### config.mk
export PLATFORM = sky130hd
export DESIGN_NAME = ptp_fin
export DESIGN_NICKNAME = d
export VERILOG_FILES = /design/src/sv/ptp_pkg.sv /design/src/sv/ptp_fin.sv
export SDC_FILE = /design/constraint.sdc
export NUM_CORES = 1
export LEC_CHECK = 0
export BUFFER_PORTS_ARGS = -buffer_cell sky130_fd_sc_hd__buf_2
export CAP_MARGIN = 0
export CORE_ASPECT_RATIO = 1.75
export CORE_MARGIN = 5
export CORE_UTILIZATION = 25
export CTS_CLUSTER_SIZE = 24
export DETAILED_ROUTE_END_ITERATION = 10
export PLACE_DENSITY = 0.52
export SLEW_MARGIN = 20
export SYNTH_ARGS = -nofsm -noshare
export SYNTH_HDL_FRONTEND = slang
export SYNTH_SLANG_ARGS = --single-unit
### constraint.sdc
create_clock -name clock -period 6.9 [get_ports clock]
set_clock_uncertainty 0.05 [all_clocks]
set_input_delay 0.69 -clock clock [delete_from_list [all_inputs] [get_ports clock]]
set_output_delay 0.69 -clock clock [all_outputs]
set_load 0.1 [all_outputs]
### src/sv/ptp_pkg.sv
// Package for the perspective point transform: widths, codes, reset values
// and the structures that travel between the pipeline sections.
// No dependencies.
package ptp_pkg;

   // Fixed-point format of coefficients, coordinates and results.
   localparam int WORD_WIDTH = 32;
   localparam int FRAC_BITS  = 16;

   // Port widths fixed by the interface.
   localparam int PORT_W    = 32;
   localparam int CSR_W     = 64;
   localparam int CSR_IDX_W = 3;

   // Internal widths, all derived from the word format.
   localparam int PROD_W     = 2 * WORD_WIDTH;
   localparam int SHIFT_W    = PROD_W - FRAC_BITS;
   localparam int SUM_W      = SHIFT_W + 2;
   localparam int MAG_W      = SUM_W;
   localparam int NUM_W      = MAG_W + FRAC_BITS;
   localparam int TOP_W      = NUM_W - WORD_WIDTH;
   localparam int CMP_W      = (TOP_W > MAG_W) ? TOP_W : MAG_W;
   localparam int DIV_STAGES = WORD_WIDTH;

   // Most negative word magnitude, the saturation limit for negative results.
   localparam logic [WORD_WIDTH-1:0] HALF_WORD = {1'b1, {(WORD_WIDTH-1){1'b0}}};

   // Register reset values (identity transform, w equal to one).
   localparam logic [CSR_W-1:0] ROW0_RESET = 64'h0001_0000_0000_0000;
   localparam logic [CSR_W-1:0] ROW1_RESET = 64'h0000_0000_0001_0000;
   localparam logic [CSR_W-1:0] ROW3_RESET = 64'h0000_0000_0000_0000;
   localparam logic [CSR_W-1:0] XYOFF_RESET = 64'h0000_0000_0000_0000;
   localparam logic [PORT_W-1:0] WOFF_RESET = 32'h0001_0000;

   // Register indexes on the configuration port.
   typedef enum logic [CSR_IDX_W-1:0] {
      REG_ROW0  = 3'd0,
      REG_ROW1  = 3'd1,
      REG_ROW3  = 3'd2,
      REG_XYOFF = 3'd3,
      REG_WOFF  = 3'd4
   } reg_index_type;

   // Result status codes.
   typedef enum logic [1:0] {
      ST_OK   = 2'd0,
      ST_ZERO = 2'd1,
      ST_SAT  = 2'd2
   } status_type;

   // The nine matrix coefficients in use.
   typedef struct packed {
      logic signed [WORD_WIDTH-1:0] m00;
      logic signed [WORD_WIDTH-1:0] m01;
      logic signed [WORD_WIDTH-1:0] m03;
      logic signed [WORD_WIDTH-1:0] m10;
      logic signed [WORD_WIDTH-1:0] m11;
      logic signed [WORD_WIDTH-1:0] m13;
      logic signed [WORD_WIDTH-1:0] m30;
      logic signed [WORD_WIDTH-1:0] m31;
      logic signed [WORD_WIDTH-1:0] m33;
   } coef_type;

   // Transformed point before the divide.
   typedef struct packed {
      logic signed [SUM_W-1:0] nx;
      logic signed [SUM_W-1:0] ny;
      logic signed [SUM_W-1:0] w;
   } sum_type;

   // One word in the divider: shared divisor, per-lane partial remainder,
   // remaining dividend bits, quotient so far and sign/overflow flags.
   typedef struct packed {
      logic [MAG_W-1:0]      ud;
      logic [MAG_W-1:0]      rem_x;
      logic [MAG_W-1:0]      rem_y;
      logic [WORD_WIDTH-1:0] low_x;
      logic [WORD_WIDTH-1:0] low_y;
      logic [WORD_WIDTH-1:0] q_x;
      logic [WORD_WIDTH-1:0] q_y;
      logic                  neg_x;
      logic                  neg_y;
      logic                  ovf_x;
      logic                  ovf_y;
      logic                  zero;
   } div_type;

endpackage

### src/sv/ptp_fin.sv
// Output section: saturation, sign, zero-w override and status, held in
// the result register. Depends on ptp_pkg.
module ptp_fin
   import ptp_pkg::*;
(
   input  logic              clock,
   input  logic              reset,
   input  logic              in_valid,
   input  div_type           in_data,
   output logic              in_ready,
   output logic              out_valid,
   output logic [PORT_W-1:0] out_x,
   output logic [PORT_W-1:0] out_y,
   output status_type        out_status,
   input  logic              out_ready
);

   logic                  v_ff, v_in, rdy;
   logic [PORT_W-1:0]     x_ff, x_in, y_ff, y_in;
   status_type            st_ff, st_in;
   logic [WORD_WIDTH-1:0] lim_x, lim_y, qs_x, qs_y, res_x, res_y;
   logic                  sat_x, sat_y;

   assign rdy      = !v_ff || out_ready;
   assign in_ready = rdy;

   // Clamp each magnitude to the signed range, then restore the sign.
   always_comb begin
      lim_x = in_data.neg_x ? HALF_WORD : HALF_WORD - 1'b1;
      lim_y = in_data.neg_y ? HALF_WORD : HALF_WORD - 1'b1;
      sat_x = in_data.ovf_x || (in_data.q_x > lim_x);
      sat_y = in_data.ovf_y || (in_data.q_y > lim_y);
      qs_x  = sat_x ? lim_x : in_data.q_x;
      qs_y  = sat_y ? lim_y : in_data.q_y;
      res_x = in_data.neg_x ? -qs_x : qs_x;
      res_y = in_data.neg_y ? -qs_y : qs_y;
   end

   // A zero w overrides everything with zero results.
   always_comb begin
      v_in  = rdy ? in_valid : v_ff;
      x_in  = x_ff;
      y_in  = y_ff;
      st_in = st_ff;
      if (rdy && in_valid) begin
         if (in_data.zero) begin
            x_in  = '0;
            y_in  = '0;
            st_in = ST_ZERO;
         end else begin
            x_in  = PORT_W'(signed'(res_x));
            y_in  = PORT_W'(signed'(res_y));
            st_in = (sat_x || sat_y) ? ST_SAT : ST_OK;
         end
      end
   end

   always_ff @(posedge clock) begin
      if (reset) begin
         v_ff <= 1'b0;
      end else begin
         v_ff <= v_in;
      end
   end

   always_ff @(posedge clock) begin
      x_ff  <= x_in;
      y_ff  <= y_in;
      st_ff <= st_in;
   end

   assign out_valid  = v_ff;
   assign out_x      = x_ff;
   assign out_y      = y_ff;
   assign out_status = st_ff;

endmodule

==> flow_metrics.py, run 1 <==
metrics = {
    "status": {
        "status": "finished, final reports clean",
    },
    "clock_network": {
        "holdBufCountCts": 0,
        "cts-root-buf": "clkbuf_16",
        "htreeDepth": 3,
        "cts_resized": 0,
        "clock-sinks": 67,
        "clkSlewWorstSetupHoldPaths_ns": 0.06,
        "worstSkewPairLatency_ns": 0.34,
        "tritoncts": "done",
        "post_cts_buffers": 0,
        "clk_path_buf_depth": 2,
        "cts_made_buffers": 9,
    },
    "floorplanning": {
        "dieArea_sq_mm": 0.0277,
        "pin_count": 355,
        "fp.coreArea_sq_mm": 0.0240,
        "die_x_um": 128,
        "die_y_um": 216,
        "num_rows": 75,
        "start_util_pct": 25.3,
    },
    "drt": {
        "routed-wl-met3_mm": 1.16,
        "ant_nets": 0,
        "first_pass_iters": 4,
        "drt_iter0_markers": 438,
        "wl_per_cell_um": 19.2,
        "drc": 0,
        "via_count": 6216,
        "wl_met1_mm": 8.49,
        "met2_wirelength_mm": 11.2,
        "top_layer": "met4",
        "routed_wl_mm": 22.0,
        "viasPerCell": 5.45,
    },
    "yosys": {
        "netlist_instances": 704,
        "synth_top_area_share_pct": 32.6,
        "ys.warnings.count": 0,
        "synth_area_per_cell_sq_um": 8.64,
        "synthDistinctLibCells": 61,
        "synth_area_leaders": "edfxtp_1, ha_1, a21oi_1",
        "ys_seq_area_share_pct": 32.9,
        "yosysMostFrequentCell": "nor2_1",
        "synth_edf_count": 66,
        "netlist_area_sq_mm": 0.00609,
        "ys_dominant_reg_cell": "edfxtp_1",
        "synthTopCellsByCount": "nor2_1, a21oi_1, edfxtp_1, ha_1, nand2_1",
        "ys_seq_elements": 67,
        "synth_top_area_cell": "edfxtp_1",
        "syn_nets": 1057,
        "async_flop_share_pct": 0,
    },
    "layout": {
        "antennaDiodeCount": 0,
        "design_area_sq_mm": 0.00745,
        "area_growth_syn_to_layout_pct": 22.5,
        "multiInputGateArea_sq_mm": 0.00388,
        "register_area_sq_mm": 0.00200,
        "fin_nets": 1181,
        "drive_gt1_share_pct": 23.2,
        "nFillCells": 2635,
    },
    "placed_design": {
        "hpwl_mm": 17.2,
        "dpl_cell_area_sq_mm": 0.00711,
        "dpl_worst_slack_ns": 0.753,
        "gp_congestion": 0.866,
        "port_buffers": 140,
    },
    "grt": {
        "grt_max_degree": 67,
        "grt.total_usage_pct": 15.7,
        "grt_pass1_wl_mm": 33.5,
        "grt_overflow": 0,
        "grt_pass1_vias": 5990,
        "antenna_found_initial": 0,
    },
    "power_and_ir_drop": {
        "power_frac_seq_pct": 31.1,
        "leakagePower_nw": 2.88,
        "p_int_uw": 963,
        "power_switching_uw": 631,
        "power_mw": 1.59,
        "p_sw_share_pct": 39.6,
        "ir_drop_uv": 113,
        "p_per_area_mw_per_mm2": 214,
        "pwr-share-clk_pct": 33.5,
        "combinationalPowerShare_pct": 35.4,
    },
    "timing": {
        "setup_slack_ns": 1.19,
        "maxSlewViolCount": 0,
        "fmax_mhz": 175,
        "setup_viol": 0,
        "period_minus_slack_ns": 5.71,
        "setup-tns-final_ns": 0,
        "period_share_pct": 82.8,
        "rsz0062_at_grt": "false",
        "relSlewSlack_pct": 39.5,
        "final-hold-violation-count": 0,
        "holdWs_ns": 0.440,
        "tightest_slew_ns": 0.908,
    },
    "setup_path": {
        "crit_path_frequent_cell": "nand2_1",
        "end_kind": "flop",
        "critPathMaxStageDelay_ns": 0.64,
        "path_buf_inv": 3,
        "cp_top_family": "simple AND/OR/NAND/NOR gates",
        "cp_max_fo": 36,
        "crit_type": "in -> reg",
        "critPathArrivalTime_ns": 5.75,
        "slowest_stage": "or2_2",
        "start_kind": "input pin",
        "cp_cell_sequence": "buf_2 > clkinv_1 > ha_1 > nand4_1 > nor4_1 > nand2_1 > a31oi_1 > or2_2 > nand2_1 > o21ai_0 > ha_1 > inv_1 > nor2_1 > nand2_1 > nor2_1 > a211oi_1 > o21ai_0 > nor3_1",
        "required_ns": 6.94,
    },
    "hold_path": {
        "min_path_type": "in -> reg",
    },
    "run": {
        "cap_violations": 0,
    },
}
## routing by layer
layer / GRT usage, % / vias to the layer above
met2: 27.5 / 234
li1: - / 3007
met4: 8.75 / 0
met5: 0 / -
met1: 17.8 / 2923
met3: 2.54 / 52
## power groups by stage
stage	logic [mW]	clock network, mW	registers (mW)
floorplan	0.180	0	0.735
global placement	0.563	0	0.505
detailed placement	0.567	0	0.505
CTS	0.568	0.553	0.497
global route	0.605	0.569	0.500
finish	0.564	0.533	0.496
## stage by stage
| stage | util [%] | cells |
|---|---|---|
| 2_1_floorplan | - | 704 |
| 3_3_place_gp | 29.6 | 1125 |
| 3_5_place_dp | 29.6 | 1125 |
| 4_1_cts | 31.0 | 1141 |
| 5_1_grt | 31.0 | 1141 |
| 6_report | 31.0 | 1141 |
## logic make-up (layout without fill, tap and decap cells)
| logic type | count (synthesis) | in the layout | share of synthesized area, % |
|---|---|---|---|
| AND/OR/NAND/NOR | 285 | 285 | 24.4 |
| AO/OA/AOI/OAI | 209 | 209 | 21.5 |
| flip-flops | 67 | 67 | 32.9 |
| adder cells (fa/ha/maj) | 66 | 66 | 13.6 |
| buffers and inverters | 53 | 182 | 3.54 |
| multiplexers | 21 | 21 | 3.64 |
| XOR/XNOR | 3 | 3 | 0.432 |
## state kept, by name (all words and copies together) (netlist names)
| name | flops |
|---|---|
| out_x | 32 |
| out_y | 32 |
| out_status | 2 |
| out_valid | 1 |
## placed cells by master (no fill, tap or decap), types with 10 or more instances in the layout
cell      count
buf_2       140
nor2_1       71
a21oi_1      67
ha_1         66
edfxtp_1     66
nand2_1      58
o21ai_0      57
nor3_1       32
nand4_1      24
nand3_1      20
a211oi_1     15
o32ai_1      15
or3_1        14
nor4_1       13
buf_4        13
inv_1        12
mux2i_1      12
or4_1        10
## worst paths after layout
path	start	endpoint	slack, ns	cells after the start
worst max-delay path	in_data[3]	out_y[24]	1.19	18
worst min-delay path	reset	out_valid	0.44	2
worst max register to register	out_valid	out_status[1]	5.28	2
worst min register to register	out_valid	out_valid	0.46	2
## final cells by class
type	count	share of cell area, %
inverters	13	0.655
multi-input cells	584	52.1
clock buffers	9	3.02
flip-flops and latches	67	26.9
clock inverters	7	1.53
repair buffers	153	10.7
well taps	308	5.17
No activity file was read; power rests on OpenSTA's default activity.
==> run 2, diff against run 1 <==
--- a/config.mk
+++ b/config.mk
@@ -5,6 +5,7 @@
 export SDC_FILE = /design/constraint.sdc
 export NUM_CORES = 1
 export LEC_CHECK = 0
+export ABC_AREA = 1
 export BUFFER_PORTS_ARGS = -buffer_cell sky130_fd_sc_hd__buf_2
 export CAP_MARGIN = 0
 export CORE_ASPECT_RATIO = 1.75
==> constraint.sdc (replaced) <==
create_clock -name clock -period 4.95 [get_ports clock]
set_clock_uncertainty 0.05 [all_clocks]
set_input_delay 0.495 -clock clock [delete_from_list [all_inputs] [get_ports clock]]
set_output_delay 0.495 -clock clock [all_outputs]
set_load 0.1 [all_outputs]
==> run 2 against run 1 <==
Effect of this change:
- register-to-register slack got worse by 2.4 ns
- hold slack got worse by 0.18 ns
- total power increased by 43%
- final area increased by 7.0%
- first-iteration DRC count decreased by 9.4%
- non-clock buffer count increased by 3
- critical path depth increased by 1
- global-route usage decreased by 0.30 points
- critical path type unchanged
- critical endpoint is now out_y[11]
- largest cell class unchanged
==> flow_metrics.py, run 2 <==
metrics = {
    "hold_path": {
        "hold_depth": 2,
        "hp-start": "reset",
        "min_path_type": "in -> reg",
        "min_to": "out_valid",
    },
    "yosys": {
        "ys.warnings.count": 0,
        "async_flop_share_pct": 0,
        "synth_edf_count": 66,
        "synth_top_area_share_pct": 29.8,
        "ys_dominant_reg_cell": "edfxtp_1",
        "netlist_instances": 948,
        "ys_seq_area_share_pct": 30.1,
        "yosysMostFrequentCell": "nand2_1",
        "synthTopCellsByCount": "nand2_1, nor2_1, nand3_1, inv_1",
        "synthDistinctLibCells": 44,
        "ys_seq_elements": 67,
        "synth_area_per_cell_sq_um": 7.02,
        "syn_nets": 1301,
        "synth_area_leaders": "edfxtp_1, nand2_1, ha_1",
        "synth_top_area_cell": "edfxtp_1",
        "netlist_area_sq_mm": 0.00665,
    },
    "layout": {
        "register_area_sq_mm": 0.00200,
        "fin_nets": 1433,
        "multiInputGateArea_sq_mm": 0.00412,
        "nFillCells": 2912,
        "drive_gt1_share_pct": 20.8,
        "final_cell_mix": "nand2_1, buf_2, nor2_1",
        "design_area_sq_mm": 0.00798,
        "antennaDiodeCount": 0,
        "area_growth_syn_to_layout_pct": 19.9,
        "layout_commonest_cell": "nand2_1",
    },
    "floorplanning": {
        "dieArea_sq_mm": 0.0301,
        "num_rows": 79,
        "die_y_um": 226,
        "pin_count": 355,
        "start_util_pct": 25.2,
        "die_x_um": 133,
        "fp.coreArea_sq_mm": 0.0264,
    },
    "setup_path": {
        "cp_cell_sequence": "buf_2 > inv_1 > buf_4 > ha_1 > nand2_1 > nor2_2 > nand2_2 > nor4_4 > nand4_2 > nand2_4 > nand2_4 > nand2_8 > buf_4 > nand3_1 > nor2_1 > nand3_1 > nand2_1 > nand2_1 > a21oi_1",
        "critPathArrivalTime_ns": 4.03,
        "end_kind": "flop",
        "r2r_end": "out_y[0]",
        "start_kind": "input pin",
        "reg2reg_from": "out_valid",
        "reg2reg_slack_ns": 2.87,
        "required_ns": 5.02,
        "reg2reg_depth": 2,
        "slowest_stage": "buf_4",
        "crit_type": "in -> reg",
        "critPathMaxStageDelay_ns": 0.43,
        "cp_max_fo": 52,
        "crit_path_frequent_cell": "nand2_1",
    },
    "drt": {
        "drc": 0,
        "via_count": 6850,
        "drt_iter0_markers": 397,
        "ant_nets": 0,
        "routed_wl_mm": 23.4,
        "viasPerCell": 4.86,
        "wl_per_cell_um": 16.6,
        "first_pass_iters": 5,
    },
    "clock_network": {
        "htreeDepth": 3,
        "cts_made_buffers": 9,
        "post_cts_buffers": 0,
        "worstSkewPairLatency_ns": 0.33,
        "tritoncts": "done",
        "holdBufCountCts": 0,
        "cts-root-buf": "clkbuf_16",
        "clkSlewWorstSetupHoldPaths_ns": 0.06,
        "cts_resized": 0,
        "clock-sinks": 67,
        "clk_path_buf_depth": 2,
    },
    "timing": {
        "fmax_mhz": 252,
        "maxSlewViolCount": 0,
        "period_share_pct": 80.0,
        "rsz0062_at_grt": "false",
        "tightest_slew_ns": 0.995,
        "relSlewSlack_pct": 33.5,
        "period_minus_slack_ns": 3.96,
        "setup_viol": 0,
        "final-hold-violation-count": 0,
        "setup-tns-final_ns": 0,
    },
    "power_and_ir_drop": {
        "ir_drop_uv": 142,
        "p_per_area_mw_per_mm2": 285,
        "leakagePower_nw": 4.06,
    },
    "grt": {
        "grt_pass1_wl_mm": 35.7,
        "grt_overflow": 0,
        "grt_max_degree": 53,
        "grt_pass1_vias": 6666,
        "antenna_found_initial": 1,
        "grt.total_usage_pct": 15.4,
    },
    "placed_design": {
        "port_buffers": 140,
        "hpwl_mm": 19.3,
        "gp_congestion": 0.911,
        "dpl_cell_area_sq_mm": 0.00771,
    },
    "run": {
        "cap_violations": 0,
    },
    "status": {
        "status": "finished, final reports clean",
    },
}
[run 2: how the worst max path moves through the flow]
stage | startpoint | endpoint | slack [ns]
after global placement | in_data[4] | out_x[20] | 0.55
after global routing | in_data[4] | out_x[20] | 0.68
after detailed placement | in_data[4] | out_x[20] | 0.54
after CTS | in_data[4] | out_x[20] | 0.91
final | in_data[3] | out_y[11] | 0.99
after floorplan | out_valid | out_status[0] | 0.35
[run 2: critical path: cells and delay by family]
family | cells | cell delay, ns
and+or+nand+nor | 13 | 1.94
buffers and inverters | 4 | 0.93
adders and majority gates | 1 | 0.32
AOI/OAI and AO/OA | 1 | 0.30
[run 2: stage by stage]
step	instances	hold slack, ns	power, mW	worst slack, ns	util, %
after floorplan	948	0.514	1.47	0.354	-
after global routing	1409	0.258	2.41	0.675	30.2
after detailed placement	1393	0.468	1.71	0.541	29.2
after CTS	1409	0.244	2.30	0.909	30.2
after global placement	1393	0.462	1.70	0.548	29.2
final	1409	0.261	2.28	0.988	30.2
[run 2: final cells by class]
class | count | area share, %
inverters | 93 | 4.38
flip-flops and latches | 67 | 25.1
clock buffers | 11 | 2.92
clock inverters | 5 | 0.392
well taps | 324 | 5.08
repair buffers | 156 | 10.4
multi-input cells | 753 | 51.7
[run 2: kinds of logic (layout without fill, tap and decap cells)]
| family | after synthesis | after routing | synth area share, % |
|---|---|---|---|
| buf+inv | 128 | 265 | 8.14 |
| fa+ha+maj | 66 | 66 | 12.4 |
| flops | 67 | 67 | 30.1 |
| simple gates | 547 | 547 | 37.6 |
| compound gates | 140 | 140 | 11.7 |
[run 2: per-layer routing]
layer  GRT usage (%)  wire [um]
met5               0         13
met4            9.73       1440
met3            2.63        995
met2            30.7      13000
met1            14.0       7930
[run 2: power by group]
group	total, mW	switching, mW	leakage (nW)	internal, mW
registers	0.698	0.0134	0.661	0.684
logic	0.991	0.766	3.27	0.225
clock network	0.587	0.249	0.129	0.338
total	2.28	1.03	4.06	1.25
==> run 3, diff against run 2 <==
==> constraint.sdc (replaced) <==
create_clock -name clock -period 3.25 [get_ports clock]
set_clock_uncertainty 0.05 [all_clocks]
set_input_delay 0.325 -clock clock [delete_from_list [all_inputs] [get_ports clock]]
set_output_delay 0.325 -clock clock [all_outputs]
set_load 0.1 [all_outputs]
==> run 3 against run 2 <==
Effect of this change:
- critical path type unchanged
- sequential cell count unchanged
- routed wire length up 12%
- setup slack got worse by 0.84 ns
- largest cell class unchanged
==> flow_metrics.py, run 3 (same netlist as run 2, synthesis figures left out) <==
metrics = {
    "setup_path": {
        "cp_top_family": "simple AND/OR/NAND/NOR gates",
        "reg2reg_from": "out_valid",
        "end_kind": "flop",
        "r2r_end": "out_y[6]",
        "slowest_stage": "ha_1",
        "cp_max_fo": 7,
        "start_kind": "input pin",
        "critPathMaxStageDelay_ns": 0.32,
        "reg2reg_slack_ns": 1.85,
        "path_buf_inv": 5,
        "cp_cell_sequence": "buf_6 > clkbuf_16 > ha_1 > nand2_2 > nor2_1 > nor2_1 > nand3_1 > a21oi_2 > nand2_2 > nand2_4 > nand2_4 > nand2_4 > buf_4 > nand2_1 > inv_2 > ha_2 > nand3_1 > nand2_2 > nand2_2 > buf_4 > nor2_4 > nand4_1 > o21bai_1 > nor2_1",
        "crit_path_frequent_cell": "nand2_2",
        "reg2reg_depth": 2,
        "required_ns": 3.31,
        "crit_type": "in -> reg",
        "critPathArrivalTime_ns": 3.16,
    },
    "timing": {
        "period_minus_slack_ns": 3.11,
        "final-hold-violation-count": 0,
        "fmax_mhz": 322,
        "setup_slack_ns": 0.144,
        "maxSlewViolCount": 0,
        "period_share_pct": 95.6,
        "relSlewSlack_pct": 56.6,
        "tightest_slew_ns": 0.650,
        "setup_viol": 0,
    },
    "grt": {
        "grt_overflow": 0,
        "grt_pass1_wl_mm": 38.9,
        "grt_pass1_vias": 7621,
        "antenna_found_initial": 2,
        "grt.total_usage_pct": 16.7,
        "grt_max_degree": 60,
    },
    "clock_network": {
        "clkSlewWorstSetupHoldPaths_ns": 0.06,
        "clk_path_buf_depth": 2,
        "tritoncts": "done",
        "cts-root-buf": "clkbuf_16",
        "htreeDepth": 3,
        "worstSkewPairLatency_ns": 0.34,
        "clock-sinks": 67,
        "holdBufCountCts": 0,
        "cts_made_buffers": 9,
    },
    "hold_path": {
        "min_path_type": "in -> reg",
        "hold_depth": 2,
        "min_to": "out_valid",
        "hp-start": "reset",
    },
    "layout": {
        "nFillCells": 2835,
        "final_core_util_pct": 38.5,
        "area_growth_syn_to_layout_pct": 52.7,
        "drive_gt1_share_pct": 38.3,
        "final_cell_mix": "nand2_1, buf_4, buf_2",
        "fin_nets": 1631,
        "antennaDiodeCount": 0,
        "layout_commonest_cell": "nand2_1",
    },
    "drt": {
        "ant_nets": 0,
        "drc": 0,
        "viasPerCell": 4.77,
        "via_count": 7667,
        "wl_per_cell_um": 16.2,
        "routed_wl_mm": 26.1,
        "first_pass_iters": 4,
        "drt_iter0_markers": 373,
    },
    "floorplanning": {
        "dieArea_sq_mm": 0.0301,
        "num_rows": 79,
        "start_util_pct": 25.2,
        "die_x_um": 133,
        "pin_count": 355,
        "die_y_um": 226,
        "fp.coreArea_sq_mm": 0.0264,
    },
    "power_and_ir_drop": {
        "leakagePower_nw": 5.13,
        "pwr-share-clk_pct": 27.9,
        "ir_drop_uv": 258,
        "p_per_area_mw_per_mm2": 405,
        "power_frac_seq_pct": 25.9,
        "power_switching_mw": 1.70,
        "p_int_mw": 2.41,
        "combinationalPowerShare_pct": 46.2,
        "p_sw_share_pct": 41.3,
    },
    "placed_design": {
        "gp_congestion": 0.958,
        "dpl_worst_slack_ns": -0.452,
        "hpwl_mm": 21.1,
        "port_buffers": 140,
    },
    "run": {
        "cap_violations": 0,
    },
    "status": {
        "status": "finished, final reports clean",
    },
}
[run 3: cell count changes in the layout (fill, tap and decap cells not counted), moves of 7 or more]
cell     previous run  this run
nand2_2             7        16
ha_1               66        47
nor2_1            123       116
nand3_2            15        26
nand3_1           114       101
a21oi_2             2        12
buf_6               0         8
ha_4                0        18
buf_4              15       197
a21oi_1            53        43
nand2_1           241       229
[run 3: timing repair]
| action | CTS | global route |
|---|---|---|
| cloned | 0 | 4 |
| hold endpoints to repair | 0 | 0 |
| endpoints found under the setup margin | 5 | 44 |
| setup buffers | 0 | 5 |
| pin swaps | 0 | 27 |
| resized for setup | 2 | 87 |
[run 3: through the flow]
| step | hold slack (ns) | TNS, ns | instance area (sq um) | instances | power, mW |
|---|---|---|---|---|---|
| finish | 0.0788 | 0 | 10200 | 1607 | 4.11 |
| global route | 0.0874 | -0.0292 | 10200 | 1607 | 4.35 |
| CTS | 0.0648 | 0 | 9580 | 1598 | 4.05 |
| detailed placement | 0.433 | -13.04 | 9240 | 1582 | 2.88 |
| global placement | 0.430 | -10.93 | 9240 | 1582 | 2.86 |
| floorplan | 0.344 | -0.708 | 6750 | 948 | 2.26 |
[run 3: worst max path at each step]
stage / from / endpoint / slack, ns / cells past startpoint
3_5_place_dp: in_data[4] / out_x[26] / -0.45 / 23
2_1_floorplan: in_data[3] / out_y[24] / -0.16 / 26
6_report: in_data[4] / out_x[26] / 0.14 / 24
4_1_cts: in_data[4] / out_x[26] / 0.009 / 24
5_1_grt: in_data[4] / out_x[14] / -0.02 / 24
3_3_place_gp: in_data[4] / out_x[27] / -0.36 / 21
[run 3: power by group through the flow]
stage,sequential (mW),clock [mW],combinational (mW)
2_1_floorplan,1.58,0,0.680
3_3_place_gp,1.08,0,1.78
3_5_place_dp,1.08,0,1.80
4_1_cts,1.07,1.18,1.80
5_1_grt,1.07,1.21,2.06
6_report,1.06,1.15,1.90
[run 3: layer usage]
metal	share of wire (%)	routed length [um]	vias up	global-route usage, %
li1	-	-	3884	-
met1	33	8730	3514	15.0
met2	55	14400	196	33.0
met3	4.7	1230	69	3.41
met4	6.5	1700	4	10.8
met5	0.10	27	-	0
[run 3: worst register-to-register path, cell delays in order, from the launching register on]
cell	delay [ns]
dfxtp_1	0.34
a21oi_4	0.31
buf_12	0.35
[run 3: area by class of cell]
type                       count  area [sq um]  share of cell area (%)
multi-input combinational    753          4570                    45.0
timing repair buffer         354          2480                    24.5
sequential                    67          2000                    19.7
tap                          324           405                    3.99
inverter                      93           357                    3.51
clock buffer                  10           229                    2.25
clock inverter                 6           113                    1.11
