<file path="src/sv/ptp_pkg.sv">
// Package for the perspective point transform: widths, codes, reset values
// and the structures that travel between the pipeline sections.
// No dependencies.
package ptp_pkg;

   // Fixed-point format of coefficients, coordinates and results.
   localparam int WORD_WIDTH = 32;
   localparam int FRAC_BITS  = 16;

   // Port widths fixed by the interface.
   localparam int PORT_W    = 32;
   localparam int CSR_W     = 64;
   localparam int CSR_IDX_W = 3;

   // Internal widths, all derived from the word format.
   localparam int PROD_W     = 2 * WORD_WIDTH;
   localparam int SHIFT_W    = PROD_W - FRAC_BITS;
   localparam int SUM_W      = SHIFT_W + 2;
   localparam int MAG_W      = SUM_W;
   localparam int NUM_W      = MAG_W + FRAC_BITS;
   localparam int TOP_W      = NUM_W - WORD_WIDTH;
   localparam int CMP_W      = (TOP_W > MAG_W) ? TOP_W : MAG_W;
   localparam int DIV_STAGES = WORD_WIDTH;

   // Most negative word magnitude, the saturation limit for negative results.
   localparam logic [WORD_WIDTH-1:0] HALF_WORD = {1'b1, {(WORD_WIDTH-1){1'b0}}};

   // Register reset values (identity transform, w equal to one).
   localparam logic [CSR_W-1:0] ROW0_RESET = 64'h0001_0000_0000_0000;
   localparam logic [CSR_W-1:0] ROW1_RESET = 64'h0000_0000_0001_0000;
   localparam logic [CSR_W-1:0] ROW3_RESET = 64'h0000_0000_0000_0000;
   localparam logic [CSR_W-1:0] XYOFF_RESET = 64'h0000_0000_0000_0000;
   localparam logic [PORT_W-1:0] WOFF_RESET = 32'h0001_0000;

   // Register indexes on the configuration port.
   typedef enum logic [CSR_IDX_W-1:0] {
      REG_ROW0  = 3'd0,
      REG_ROW1  = 3'd1,
      REG_ROW3  = 3'd2,
      REG_XYOFF = 3'd3,
      REG_WOFF  = 3'd4
   } reg_index_type;

   // Result status codes.
   typedef enum logic [1:0] {
      ST_OK   = 2'd0,
      ST_ZERO = 2'd1,
      ST_SAT  = 2'd2
   } status_type;

   // The nine matrix coefficients in use.
   typedef struct packed {
      logic signed [WORD_WIDTH-1:0] m00;
      logic signed [WORD_WIDTH-1:0] m01;
      logic signed [WORD_WIDTH-1:0] m03;
      logic signed [WORD_WIDTH-1:0] m10;
      logic signed [WORD_WIDTH-1:0] m11;
      logic signed [WORD_WIDTH-1:0] m13;
      logic signed [WORD_WIDTH-1:0] m30;
      logic signed [WORD_WIDTH-1:0] m31;
      logic signed [WORD_WIDTH-1:0] m33;
   } coef_type;

   // Transformed point before the divide.
   typedef struct packed {
      logic signed [SUM_W-1:0] nx;
      logic signed [SUM_W-1:0] ny;
      logic signed [SUM_W-1:0] w;
   } sum_type;

   // One word in the divider: shared divisor, per-lane partial remainder,
   // remaining dividend bits, quotient so far and sign/overflow flags.
   typedef struct packed {
      logic [MAG_W-1:0]      ud;
      logic [MAG_W-1:0]      rem_x;
      logic [MAG_W-1:0]      rem_y;
      logic [WORD_WIDTH-1:0] low_x;
      logic [WORD_WIDTH-1:0] low_y;
      logic [WORD_WIDTH-1:0] q_x;
      logic [WORD_WIDTH-1:0] q_y;
      logic                  neg_x;
      logic                  neg_y;
      logic                  ovf_x;
      logic                  ovf_y;
      logic                  zero;
   } div_type;

endpackage

</file>
<file path="src/sv/ptp_prep.sv">
// Divide preparation: magnitudes, signs and the zero test in one stage,
// overflow test and initial remainders in the next. Depends on ptp_pkg.
module ptp_prep
   import ptp_pkg::*;
(
   input  logic    clock,
   input  logic    reset,
   input  logic    in_valid,
   input  sum_type in_data,
   output logic    in_ready,
   output logic    out_valid,
   output div_type out_data,
   input  logic    out_ready
);

   typedef struct packed {
      logic [MAG_W-1:0] un_x;
      logic [MAG_W-1:0] un_y;
      logic [MAG_W-1:0] ud;
      logic             neg_x;
      logic             neg_y;
      logic             zero;
   } abs_type;

   logic             s1_v_ff, s1_v_in, s2_v_ff, s2_v_in;
   logic             s1_rdy, s2_rdy;
   abs_type          s1_ff, s1_in, mags;
   div_type          s2_ff, s2_in, init;
   logic [NUM_W-1:0] num_x, num_y;
   logic [TOP_W-1:0] top_x, top_y;

   always_comb begin
      s2_rdy   = !s2_v_ff || out_ready;
      s1_rdy   = !s1_v_ff || s2_rdy;
      in_ready = s1_rdy;
   end

   // Stage one: absolute values and the quotient signs.
   always_comb begin
      mags.un_x  = in_data.nx[SUM_W-1] ? MAG_W'(-in_data.nx) : MAG_W'(in_data.nx);
      mags.un_y  = in_data.ny[SUM_W-1] ? MAG_W'(-in_data.ny) : MAG_W'(in_data.ny);
      mags.ud    = in_data.w[SUM_W-1] ? MAG_W'(-in_data.w) : MAG_W'(in_data.w);
      mags.neg_x = in_data.nx[SUM_W-1] ^ in_data.w[SUM_W-1];
      mags.neg_y = in_data.ny[SUM_W-1] ^ in_data.w[SUM_W-1];
      mags.zero  = (in_data.w == '0);
      s1_v_in    = s1_rdy ? in_valid : s1_v_ff;
      s1_in      = (s1_rdy && in_valid) ? mags : s1_ff;
   end

   // Stage two: the dividend is the magnitude scaled by the fraction bits.
   // Its bits above the quotient width form the first remainder; if that
   // already reaches the divisor the quotient needs more than a word.
   always_comb begin
      num_x = {s1_ff.un_x, {FRAC_BITS{1'b0}}};
      num_y = {s1_ff.un_y, {FRAC_BITS{1'b0}}};
      top_x = num_x[NUM_W-1:WORD_WIDTH];
      top_y = num_y[NUM_W-1:WORD_WIDTH];
      init.ud    = s1_ff.ud;
      init.rem_x = MAG_W'(top_x);
      init.rem_y = MAG_W'(top_y);
      init.low_x = num_x[WORD_WIDTH-1:0];
      init.low_y = num_y[WORD_WIDTH-1:0];
      init.q_x   = '0;
      init.q_y   = '0;
      init.neg_x = s1_ff.neg_x;
      init.neg_y = s1_ff.neg_y;
      init.ovf_x = (CMP_W'(top_x) >= CMP_W'(s1_ff.ud));
      init.ovf_y = (CMP_W'(top_y) >= CMP_W'(s1_ff.ud));
      init.zero  = s1_ff.zero;
      s2_v_in    = s2_rdy ? s1_v_ff : s2_v_ff;
      s2_in      = (s2_rdy && s1_v_ff) ? init : s2_ff;
   end

   always_ff @(posedge clock) begin
      if (reset) begin
         s1_v_ff <= 1'b0;
         s2_v_ff <= 1'b0;
      end else begin
         s1_v_ff <= s1_v_in;
         s2_v_ff <= s2_v_in;
      end
   end

   always_ff @(posedge clock) begin
      s1_ff <= s1_in;
      s2_ff <= s2_in;
   end

   assign out_valid = s2_v_ff;
   assign out_data  = s2_ff;

endmodule

</file>
<file path="config.mk">
export PLATFORM = sky130hd
export DESIGN_NAME = ptp_prep
export DESIGN_NICKNAME = d
export VERILOG_FILES = /design/src/sv/ptp_pkg.sv /design/src/sv/ptp_prep.sv
export SDC_FILE = /design/constraint.sdc
export NUM_CORES = 1
export LEC_CHECK = 0
export ABC_AREA = 0
export BUFFER_PORTS_ARGS = -buffer_cell sky130_fd_sc_hd__buf_2
export CAP_MARGIN = 10
export CELL_PAD_IN_SITES_DETAIL_PLACEMENT = 1
export CELL_PAD_IN_SITES_GLOBAL_PLACEMENT = 1
export CORE_AREA = 3 3 193 195
export CTS_CLUSTER_DIAMETER = 40
export DETAILED_ROUTE_END_ITERATION = 8
export DIE_AREA = 0 0 196 198
export PLACE_DENSITY = 0.81
export SYNTH_ARGS = -nofsm -noshare
export SYNTH_HDL_FRONTEND = slang
export SYNTH_SLANG_ARGS = --single-unit
</file>
<file path="constraint.sdc">
create_clock -name clock -period 11.2 [get_ports clock]
set_input_delay 1.12 -clock clock [delete_from_list [all_inputs] [get_ports clock]]
set_output_delay 1.12 -clock clock [all_outputs]
set_load 0.05 [all_outputs]
</file>
==> flow_metrics.py, run 1 <==
metrics = {
    "route": {
        "wl_per_cell_um": 22.6,
        "first_pass_iters": 4,
        "routed_via_density": 5.17,
        "drtAntennaViolNets": 0,
        "drc_errors": 0,
        "vias": 9960,
        "drt_iter0_markers": 564,
        "wirelength_mm": 43.6,
    },
    "sta": {
        "rsz0062_at_grt": "no",
        "tns_ns": 0,
        "hold_viol_final": 0,
        "layout_min_cycle_time_ns": 3.72,
        "clock_skew_ns": 0.0266,
        "fmax_mhz": 269,
        "max_slew.worst_pin.slew_ns": 1.19,
        "holdWs_ns": 0.416,
        "slew_viol_final": 0,
        "slew_headroom_pct": 19.7,
        "period_share_pct": 33.2,
        "setup_ws_ns": 7.48,
        "setup_viol": 0,
    },
    "clocking": {
        "cts_setup_buffers": 0,
        "cts-root-buf": "clkbuf_16",
        "insertion_delay_ns": 0.57,
        "cts_made_buffers": 44,
        "cts.clk_slew.worst_paths_ns": 0.06,
        "cts.sinks": 310,
        "tritoncts": "done",
        "cts-hold-fix-buffers": 0,
        "h-tree-depth": 2,
        "clock_path_buffers": 3,
        "post_cts_resized": 0,
    },
    "worst_hold_path": {
        "worstHoldPathType": "reg2reg",
    },
    "placement": {
        "place_ws_ns": 6.73,
        "placed_area_mm2": 0.0165,
        "portBuffers": 310,
        "gp_congestion": 0.835,
        "dpl.hpwl_mm": 33.2,
    },
    "die": {
        "die_width_um": 196,
        "floorplan.initialDensity_pct": 41.9,
        "dieArea_mm2": 0.0388,
        "ioPinCount": 439,
        "rows": 69,
        "core_mm2": 0.0356,
        "die_h_um": 198,
    },
    "logic_synthesis": {
        "synth_area_per_cell_um2": 13.7,
        "synthTopCellsByArea": "edfxtp_1 62%, xnor2_1 8.2%, buf_4 6.5%",
        "synth_seq_cells": 310,
        "synth_flop_cell": "edfxtp_1",
        "yosysTopAreaCell": "edfxtp_1",
        "synth.distinct_cells": 47,
        "synth_warnings": 0,
        "ys_seq_area_share_pct": 62.4,
        "synth_cells": 1087,
        "synth_top_area_share_pct": 62.1,
        "synth_edf_count": 308,
        "synth_area_mm2": 0.0149,
        "ys_async_sr_fraction_pct": 0,
    },
    "global_routing": {
        "grt_max_degree": 79,
        "overflow": 0,
        "track_usage_pct": 21.6,
        "grt_antenna_before_repair": 15,
        "first_global_vias": 10659,
        "grt_pass1_wl_mm": 63.1,
    },
    "worst_setup_path": {
        "cp_max_fo": 6,
        "crit_start": "in_data[13]",
        "worstPathRequired_ns": 11.51,
        "worstReg2RegEnd": "out_data[264]",
        "ff2ff_path_depth": 4,
        "arrival_ns": 4.02,
        "crit_path_start_kind": "input port",
        "crit_end": "init[277]",
        "worstSetupEndpointType": "register",
        "crit_type": "in2reg",
        "r2r_start": "out_valid",
        "r2r_slack_ns": 8.07,
    },
    "run": {
        "cap_violations": 0,
    },
    "power_and_ir_drop": {
        "p_int_mw": 2.46,
        "powerDensity_mw_per_mm2": 188,
        "leakagePower_nw": 7.01,
        "seq_power_share_pct": 41.9,
        "p_switching_uw": 932,
        "switching_share_pct": 27.5,
        "power_frac_clock_pct": 43.8,
        "combPwrFrac_pct": 14.3,
        "ir_drop_mv": 0.145,
    },
    "finish": {
        "drive_gt1_share_pct": 27.0,
        "final_util_pct": 50.8,
        "multiInputGateArea_mm2": 0.00489,
        "area_delta_synth_final_pct": 21.4,
        "seqCellArea_mm2": 0.00929,
        "final_nets": 1653,
        "n_fill_cell": 3763,
        "fin_area_mm2": 0.0181,
    },
    "status": {
        "outcome": "finished clean",
    },
}
worst max-delay path, stage by stage:
cell,delay (ns)
buf_2,0.13
or4_4,0.54
or4_4,0.51
nor3_1,0.50
nand2_1,0.28
or3_1,0.48
o41ai_1,0.35
xnor2_1,0.11
cells in the mapped netlist (7+ instances only):
master,instances
clkbuf_1,17
nand3_1,8
a21oi_1,24
or3_1,14
xnor2_1,140
buf_4,128
o41ai_1,24
nor4_1,23
inv_1,44
nor3_1,7
nand2_1,65
edfxtp_1,308
ha_1,71
nor2_1,14
or4_1,25
o31ai_1,42
nand4_1,8
o21ai_0,62
metal layers:
metal | GRT usage [%] | share of wire [%] | vias up
li1 | - | - | 4533
met1 | 25.0 | 38 | 4858
met2 | 37.7 | 50 | 440
met3 | 6.53 | 8.1 | 111
met4 | 8.74 | 3.9 | 18
met5 | 0 | 0.25 | -
layout make-up:
class                   count  area share, %
diodes                      6         0.0830
clock buffers              52           6.25
clock inverters            27           2.42
inverters                  44          0.913
multi-input cells         714           27.0
flip-flops and latches    310           51.4
well taps                 461           3.19
repair buffers            314           8.75
cells by family (layout without fill, tap and decap cells):
logic type / Yosys count / count (layout) / synth area share [%]
other cells: 1 / 134 / 0.0252
xor+xnor: 143 / 143 / 8.41
simple gates: 199 / 199 / 7.54
flops: 310 / 310 / 62.4
fa+ha+maj: 71 / 71 / 5.97
compound gates: 173 / 173 / 7.62
buf+inv: 190 / 437 / 8.07
worst min path at each step:
stage                     cells past startpoint       endpoint  slack (ns)  startpoint
final                                         0   out_data[90]        0.42    init[90]
after global routing                          0  out_data[128]        0.42   init[128]
after CTS                                     0   out_data[93]        0.42    init[93]
after detailed placement                      0  out_data[126]        0.41   init[126]
after global placement                        0  out_data[131]        0.40   init[131]
after floorplan                               0    out_data[0]        0.40     init[0]
sequential cells by signal (all words and copies together) (netlist names):
register,cells
out_data,155
out_valid,1
s1_v_ff,1
init,153
power groups by stage:
stage | Sequential (mW) | Combinational, mW | Clock, mW
after global routing | 1.43 | 0.516 | 1.57
after detailed placement | 1.44 | 0.479 | 0
after floorplan | 1.53 | 0.275 | 0
after global placement | 1.44 | 0.457 | 0
final | 1.42 | 0.484 | 1.49
after CTS | 1.42 | 0.484 | 1.52
placed cells by master, fill, tap and decap left out, types with 4 or more instances in the layout:
master,instances
bufinv_16,10
clkbuf_1,8
ha_1,71
o21ai_0,62
buf_2,310
o31ai_1,42
or4_1,25
xnor2_1,140
buf_4,4
nand2_1,65
nor2b_1,4
nand3_1,8
nor3_1,7
a211oi_1,4
diode_2,6
clkbuf_16,44
edfxtp_1,308
nor4_1,23
nor2_1,14
nand4_1,8
nand2b_1,6
or3_1,14
o41ai_1,24
inv_6,6
inv_1,44
a21o_1,5
a21oi_1,24
conb_1,128
through the flow:
stage	cells	total power [mW]
after floorplan	1214	1.81
after global routing	1926	3.51
after detailed placement	1843	1.92
after CTS	1922	3.43
final	1928	3.39
after global placement	1843	1.90
(Power assumes the default switching activity.)
==> inputs of run 2 (changes only) <==
==> constraint.sdc (replaced) <==
create_clock -name clock -period 3.6 [get_ports clock]
set_input_delay 0.36 -clock clock [delete_from_list [all_inputs] [get_ports clock]]
set_output_delay 0.36 -clock clock [all_outputs]
set_load 0.05 [all_outputs]
==> run 2 against run 1 <==
Combinational power grew to 3.1 times the previous value. Global-route usage grew 0.41 points. Clock-buffer cell count shrank 4. Largest power group unchanged. Highest routed layer is now met4. Clock skew shrank 0.013 ns. Critical path depth grew 4. Utilization grew 0.50 points. First-iteration DRC count grew 0.35%. Critical path type unchanged. Power grew to 3.2 times the previous value.
==> flow_metrics.py, run 2 (same netlist as run 1, synthesis figures left out) <==
metrics = {
    "sta": {
        "clock_skew_ns": 0.0135,
        "period_share_pct": 84.1,
        "fmax_mhz": 330,
        "slew_viol_final": 0,
        "tns_ns": 0,
        "layout_min_cycle_time_ns": 3.03,
        "max_slew.worst_pin.slew_ns": 0.961,
        "slew_headroom_pct": 36.0,
        "hold_viol_final": 0,
        "setup_viol": 0,
        "rsz0062_at_grt": "no",
    },
    "power_and_ir_drop": {
        "powerDensity_mw_per_mm2": 589,
        "ir_drop_mv": 0.462,
        "leakagePower_nw": 7.09,
    },
    "placement": {
        "placed_cells": 1848,
        "portBuffers": 310,
        "dpl.hpwl_mm": 32.8,
        "gp_congestion": 0.837,
    },
    "worst_setup_path": {
        "cp_max_fo": 6,
        "worstReg2RegEnd": "out_data[1]",
        "worstPathRequired_ns": 3.91,
        "worstSetupEndpointType": "register",
        "crit_path_cell_trace": "dlygate4sd3_1 > buf_2 > inv_1 > ha_1 > inv_1 > or4_1 > nor3_1 > buf_4 > nand2_1 > or3_1 > o41ai_1 > xnor2_1",
        "critPathMostFrequentCell": "inv_1",
        "ff2ff_path_depth": 8,
        "arrival_ns": 3.34,
        "cpMaxStageDelayCell": "dlygate4sd3_1",
        "crit_path_start_kind": "input port",
        "r2r_slack_ns": 0.65,
        "r2r_start": "init[136]",
        "max_stage_delay_ns": 0.55,
        "crit_type": "in2reg",
    },
    "clocking": {
        "cts.sinks": 310,
        "cts_made_buffers": 46,
        "cts-root-buf": "clkbuf_16",
        "tritoncts": "done",
        "cts-hold-fix-buffers": 2,
        "h-tree-depth": 2,
        "cts.clk_slew.worst_paths_ns": 0.06,
        "clock_path_buffers": 3,
        "cts_setup_buffers": 0,
        "insertion_delay_ns": 0.56,
        "post_cts_resized": 0,
    },
    "global_routing": {
        "grt_pass1_wl_mm": 64.8,
        "track_usage_pct": 22.0,
        "grt_max_degree": 154,
        "first_global_vias": 10631,
        "grt_antenna_before_repair": 2,
        "overflow": 0,
    },
    "finish": {
        "largest_reg_flops": 155,
        "area_delta_synth_final_pct": 22.6,
        "drive_gt1_share_pct": 28.0,
        "stdcell_count": 1939,
        "final_nets": 1662,
        "layout_common_cells": "310 x buf_2, 308 x edfxtp_1, 140 x xnor2_1",
        "final_common_cell": "buf_2",
    },
    "die": {
        "floorplan.initialDensity_pct": 41.9,
        "die_width_um": 196,
        "die_h_um": 198,
        "dieArea_mm2": 0.0388,
        "ioPinCount": 439,
        "core_mm2": 0.0356,
        "rows": 69,
    },
    "run": {
        "cap_violations": 0,
    },
    "worst_hold_path": {
        "hold_depth": 1,
        "worstHoldStart": "in_data[100]",
        "hold_path_end": "init[117]",
        "worstHoldPathType": "in2reg",
    },
    "route": {
        "drc_errors": 0,
        "wirelength_mm": 44.6,
        "wl_per_cell_um": 23.0,
        "vias": 10110,
        "routed_via_density": 5.21,
        "drtAntennaViolNets": 0,
        "drt_iter0_markers": 566,
        "first_pass_iters": 4,
    },
    "status": {
        "outcome": "finished clean",
    },
}
## run 2: changes by cell type in the layout (fill, tap and decap cells not counted), sizes merged
cell         before  now
buf             314  319
bufinv           10    8
clkbuf           52   48
clkinv            8   11
clkinvlp          1    5
diode             6    4
dlygate4sd3       0    2
inv              52   57
## run 2: area by class of cell
cell class / instances / area, µm²
repair buffers: 321 / 1680
diodes: 4 / 10.0
clock inverters: 37 / 498
clock buffers: 48 / 1160
fillers: 3760 / 17300
multi-input cells: 714 / 4890
well taps: 461 / 577
flip-flops and latches: 310 / 9290
inverters: 44 / 165
## run 2: report_power, final
group,internal (mW),switching (mW),leakage [nW],total [mW]
Combinational,0.377,1.14,3.33,1.51
Clock,2.99,1.83,0.798,4.82
Sequential,4.29,0.136,2.96,4.43
## run 2: worst max path at each step
stage	startpoint	endpoint	cells past startpoint
6_report	in_data[0]	init[277]	12
5_1_grt	init[136]	out_data[1]	8
4_1_cts	in_data[0]	init[275]	12
3_5_place_dp	in_data[15]	init[280]	8
3_3_place_gp	in_data[15]	init[280]	8
2_1_floorplan	out_valid	out_data[0]	2
## run 2: worst max-delay path: cells and delay by family
| family | cells | cell delay (ns) |
|---|---|---|
| AND/OR/NAND/NOR | 4 | 1.31 |
| buffers and inverters | 5 | 1.05 |
| AO/OA/AOI/OAI | 1 | 0.34 |
| adder cells (fa/ha/maj) | 1 | 0.17 |
| XOR/XNOR | 1 | 0.10 |
## run 2: through the flow
| stage | cell area, µm² | power, mW | utilization [%] | hold WS, ns | setup WS (ns) |
|---|---|---|---|---|---|
| 5_1_grt | 18300 | 11.1 | 51.3 | 0.0489 | 0.429 |
| 3_3_place_gp | 16600 | 5.92 | 46.6 | 0.401 | 0.195 |
| 3_5_place_dp | 16600 | 5.99 | 46.6 | 0.406 | 0.134 |
| 6_report | 18300 | 10.8 | 51.3 | 0.0606 | 0.573 |
| 2_1_floorplan | 15400 | 5.61 | - | 0.400 | -1.60 |
| 4_1_cts | 18300 | 10.9 | 51.3 | 0.0279 | 0.628 |
## run 2: routing by layer
layer	global-route usage, %	share of wire [%]	wire length (µm)
met3	4.66	7.2	3210
met5	0	0	0
met4	7.84	3.3	1480
met1	26.2	39	17300
met2	39.6	51	22600
==> inputs of run 3 (changes only) <==
==> constraint.sdc (replaced) <==
create_clock -name clock -period 2.9 [get_ports clock]
set_input_delay 0.29 -clock clock [delete_from_list [all_inputs] [get_ports clock]]
set_output_delay 0.29 -clock clock [all_outputs]
set_load 0.05 [all_outputs]
==> run 3 against run 2 <==
Sequential cell count unchanged. Largest power group unchanged. First-iteration DRC count down 8.8%. Utilization up 1.1 points.
==> flow_metrics.py, run 3 (same netlist as run 1, synthesis figures left out) <==
metrics = {
    "global_routing": {
        "grt_antenna_before_repair": 12,
        "grt_pass1_wl_mm": 66.1,
        "first_global_vias": 11078,
        "overflow": 0,
        "track_usage_pct": 22.5,
        "grt_max_degree": 80,
    },
    "sta": {
        "clock_skew_ns": 0.0349,
        "slew_headroom_pct": 40.9,
        "fmax_mhz": 365,
        "holdWs_ns": 0.0391,
        "layout_min_cycle_time_ns": 2.74,
        "period_share_pct": 94.4,
        "slew_viol_final": 0,
        "tns_ns": 0,
        "hold_viol_final": 0,
        "setup_viol": 0,
        "max_slew.worst_pin.slew_ns": 0.887,
    },
    "finish": {
        "area_delta_synth_final_pct": 25.2,
        "final_nets": 1709,
        "seqCellArea_mm2": 0.00929,
        "stdcell_count": 1993,
        "layout_common_cells": "310 x buf_2, 308 x edfxtp_1, 140 x xnor2_1",
        "n_fill_cell": 3731,
        "largest_reg_flops": 155,
        "multiInputGateArea_mm2": 0.00493,
        "final_common_cell": "buf_2",
        "drive_gt1_share_pct": 30.1,
    },
    "power_and_ir_drop": {
        "powerDensity_mw_per_mm2": 705,
        "ir_drop_mv": 0.559,
        "leakagePower_nw": 7.31,
    },
    "route": {
        "drtAntennaViolNets": 0,
        "drc_errors": 0,
        "wirelength_mm": 45.2,
        "vias": 10397,
        "drt_iter0_markers": 516,
        "routed_via_density": 5.22,
        "first_pass_iters": 5,
        "wl_per_cell_um": 22.7,
    },
    "worst_setup_path": {
        "critPathBufInv": 3,
        "crit_family": "compound AO/OA/AOI/OAI gates",
        "ff2ff_path_depth": 11,
        "cpMaxStageDelayCell": "edfxtp_1",
        "worstPathRequired_ns": 3.20,
        "arrival_ns": 3.04,
        "r2r_slack_ns": 0.16,
        "cp_max_fo": 2,
        "worstSetupEndpointType": "register",
        "crit_path_start_kind": "register",
        "critPathMostFrequentCell": "buf_4",
        "crit_type": "reg2reg",
        "crit_path_cell_trace": "inv_1 > ha_1 > a21o_1 > a211oi_1 > o21ai_0 > a2111oi_2 > buf_4 > nor3_1 > o31ai_1 > buf_4 > a31oi_1",
        "r2r_start": "init[236]",
        "worstReg2RegEnd": "out_data[1]",
        "max_stage_delay_ns": 0.40,
    },
    "clocking": {
        "cts_setup_buffers": 0,
        "clock_path_buffers": 3,
        "cts.clk_slew.worst_paths_ns": 0.06,
        "h-tree-depth": 2,
        "cts_made_buffers": 48,
        "tritoncts": "done",
        "insertion_delay_ns": 0.57,
        "cts-root-buf": "clkbuf_16",
        "cts.sinks": 310,
    },
    "worst_hold_path": {
        "hold_path_end": "init[202]",
        "worstHoldPathType": "in2reg",
        "worstHoldStart": "in_data[135]",
        "hold_depth": 2,
    },
    "die": {
        "core_mm2": 0.0356,
        "die_width_um": 196,
        "die_h_um": 198,
        "dieArea_mm2": 0.0388,
        "rows": 69,
        "ioPinCount": 439,
        "floorplan.initialDensity_pct": 41.9,
    },
    "run": {
        "cap_violations": 0,
    },
    "placement": {
        "dpl.hpwl_mm": 34.8,
        "portBuffers": 310,
        "placed_cells": 1890,
        "gp_congestion": 0.850,
    },
    "status": {
        "outcome": "finished clean",
    },
}
[run 3: changes by cell type in the layout (fill, tap and decap cells not counted), moves of 2 or more]
cell,previous run,this run
inv_16,2,0
clkinv_2,4,7
buf_4,6,46
clkbuf_16,46,50
clkbuf_1,2,4
buf_12,3,5
diode_2,4,8
bufinv_16,8,4
dlygate4sd3_1,2,5
inv_6,9,6
clkinv_1,2,8
[run 3: what timing repair did]
action	CTS	global route
pin swaps	0	0
hold buffers	5	0
endpoints found under the setup margin	1	2
hold endpoints to repair	5	0
resized for setup	1	2
[run 3: worst max path at each step]
stage / start / slack, ns / cells after the start / to
2_1_floorplan: out_valid / -0.36 / 2 / out_data[0]
3_3_place_gp: in_data[15] / -0.34 / 8 / init[280]
3_5_place_dp: in_data[15] / -0.41 / 8 / init[282]
4_1_cts: init[236] / 0.08 / 11 / out_data[1]
5_1_grt: init[236] / -0.02 / 11 / out_data[1]
6_report: init[236] / 0.16 / 11 / out_data[1]
[run 3: stage by stage]
| stage | util (%) | instance area, µm² | setup WS [ns] | total power, mW |
|---|---|---|---|---|
| after detailed placement | 47.6 | 16900 | -0.412 | 7.47 |
| final | 52.4 | 18600 | 0.164 | 13.1 |
| after CTS | 52.3 | 18600 | 0.0831 | 13.2 |
| after global placement | 47.6 | 16900 | -0.336 | 7.36 |
| after floorplan | - | 15400 | -0.359 | 6.96 |
| after global routing | 52.4 | 18600 | -0.0193 | 13.6 |
[run 3: worst reg2reg max path, cell delays in order, from the launching register on]
cell	delay [ns]
edfxtp_1	0.40
inv_1	0.16
ha_1	0.27
a21o_1	0.19
a211oi_1	0.24
o21ai_0	0.20
a2111oi_2	0.36
buf_4	0.18
nor3_1	0.05
o31ai_1	0.22
buf_4	0.15
a31oi_1	0.06
[run 3: where the power goes]
group / switching [mW] / internal (mW) / leakage (nW) / total [mW]
combinational: 1.42 / 0.500 / 3.56 / 1.92
clock: 2.19 / 3.54 / 0.783 / 5.73
sequential: 0.159 / 5.33 / 2.96 / 5.49
total: 3.77 / 9.37 / 7.31 / 13.1
[run 3: per-layer routing]
layer	GRT usage, %	wire [µm]	vias to the layer above
li1	-	-	4656
met2	39.9	23000	495
met3	4.90	3600	99
met5	0	74	-
met4	8.56	1410	10
met1	26.8	17000	5137
[run 3: final cells by class]
cell class,instances,share of cell area (%)
multi-input combinational,714,26.4
clock inverter,36,1.85
sequential,310,49.9
inverter,44,0.886
clock buffer,54,6.79
tap,461,3.09
timing repair buffer,366,11.0
antenna,8,0.107
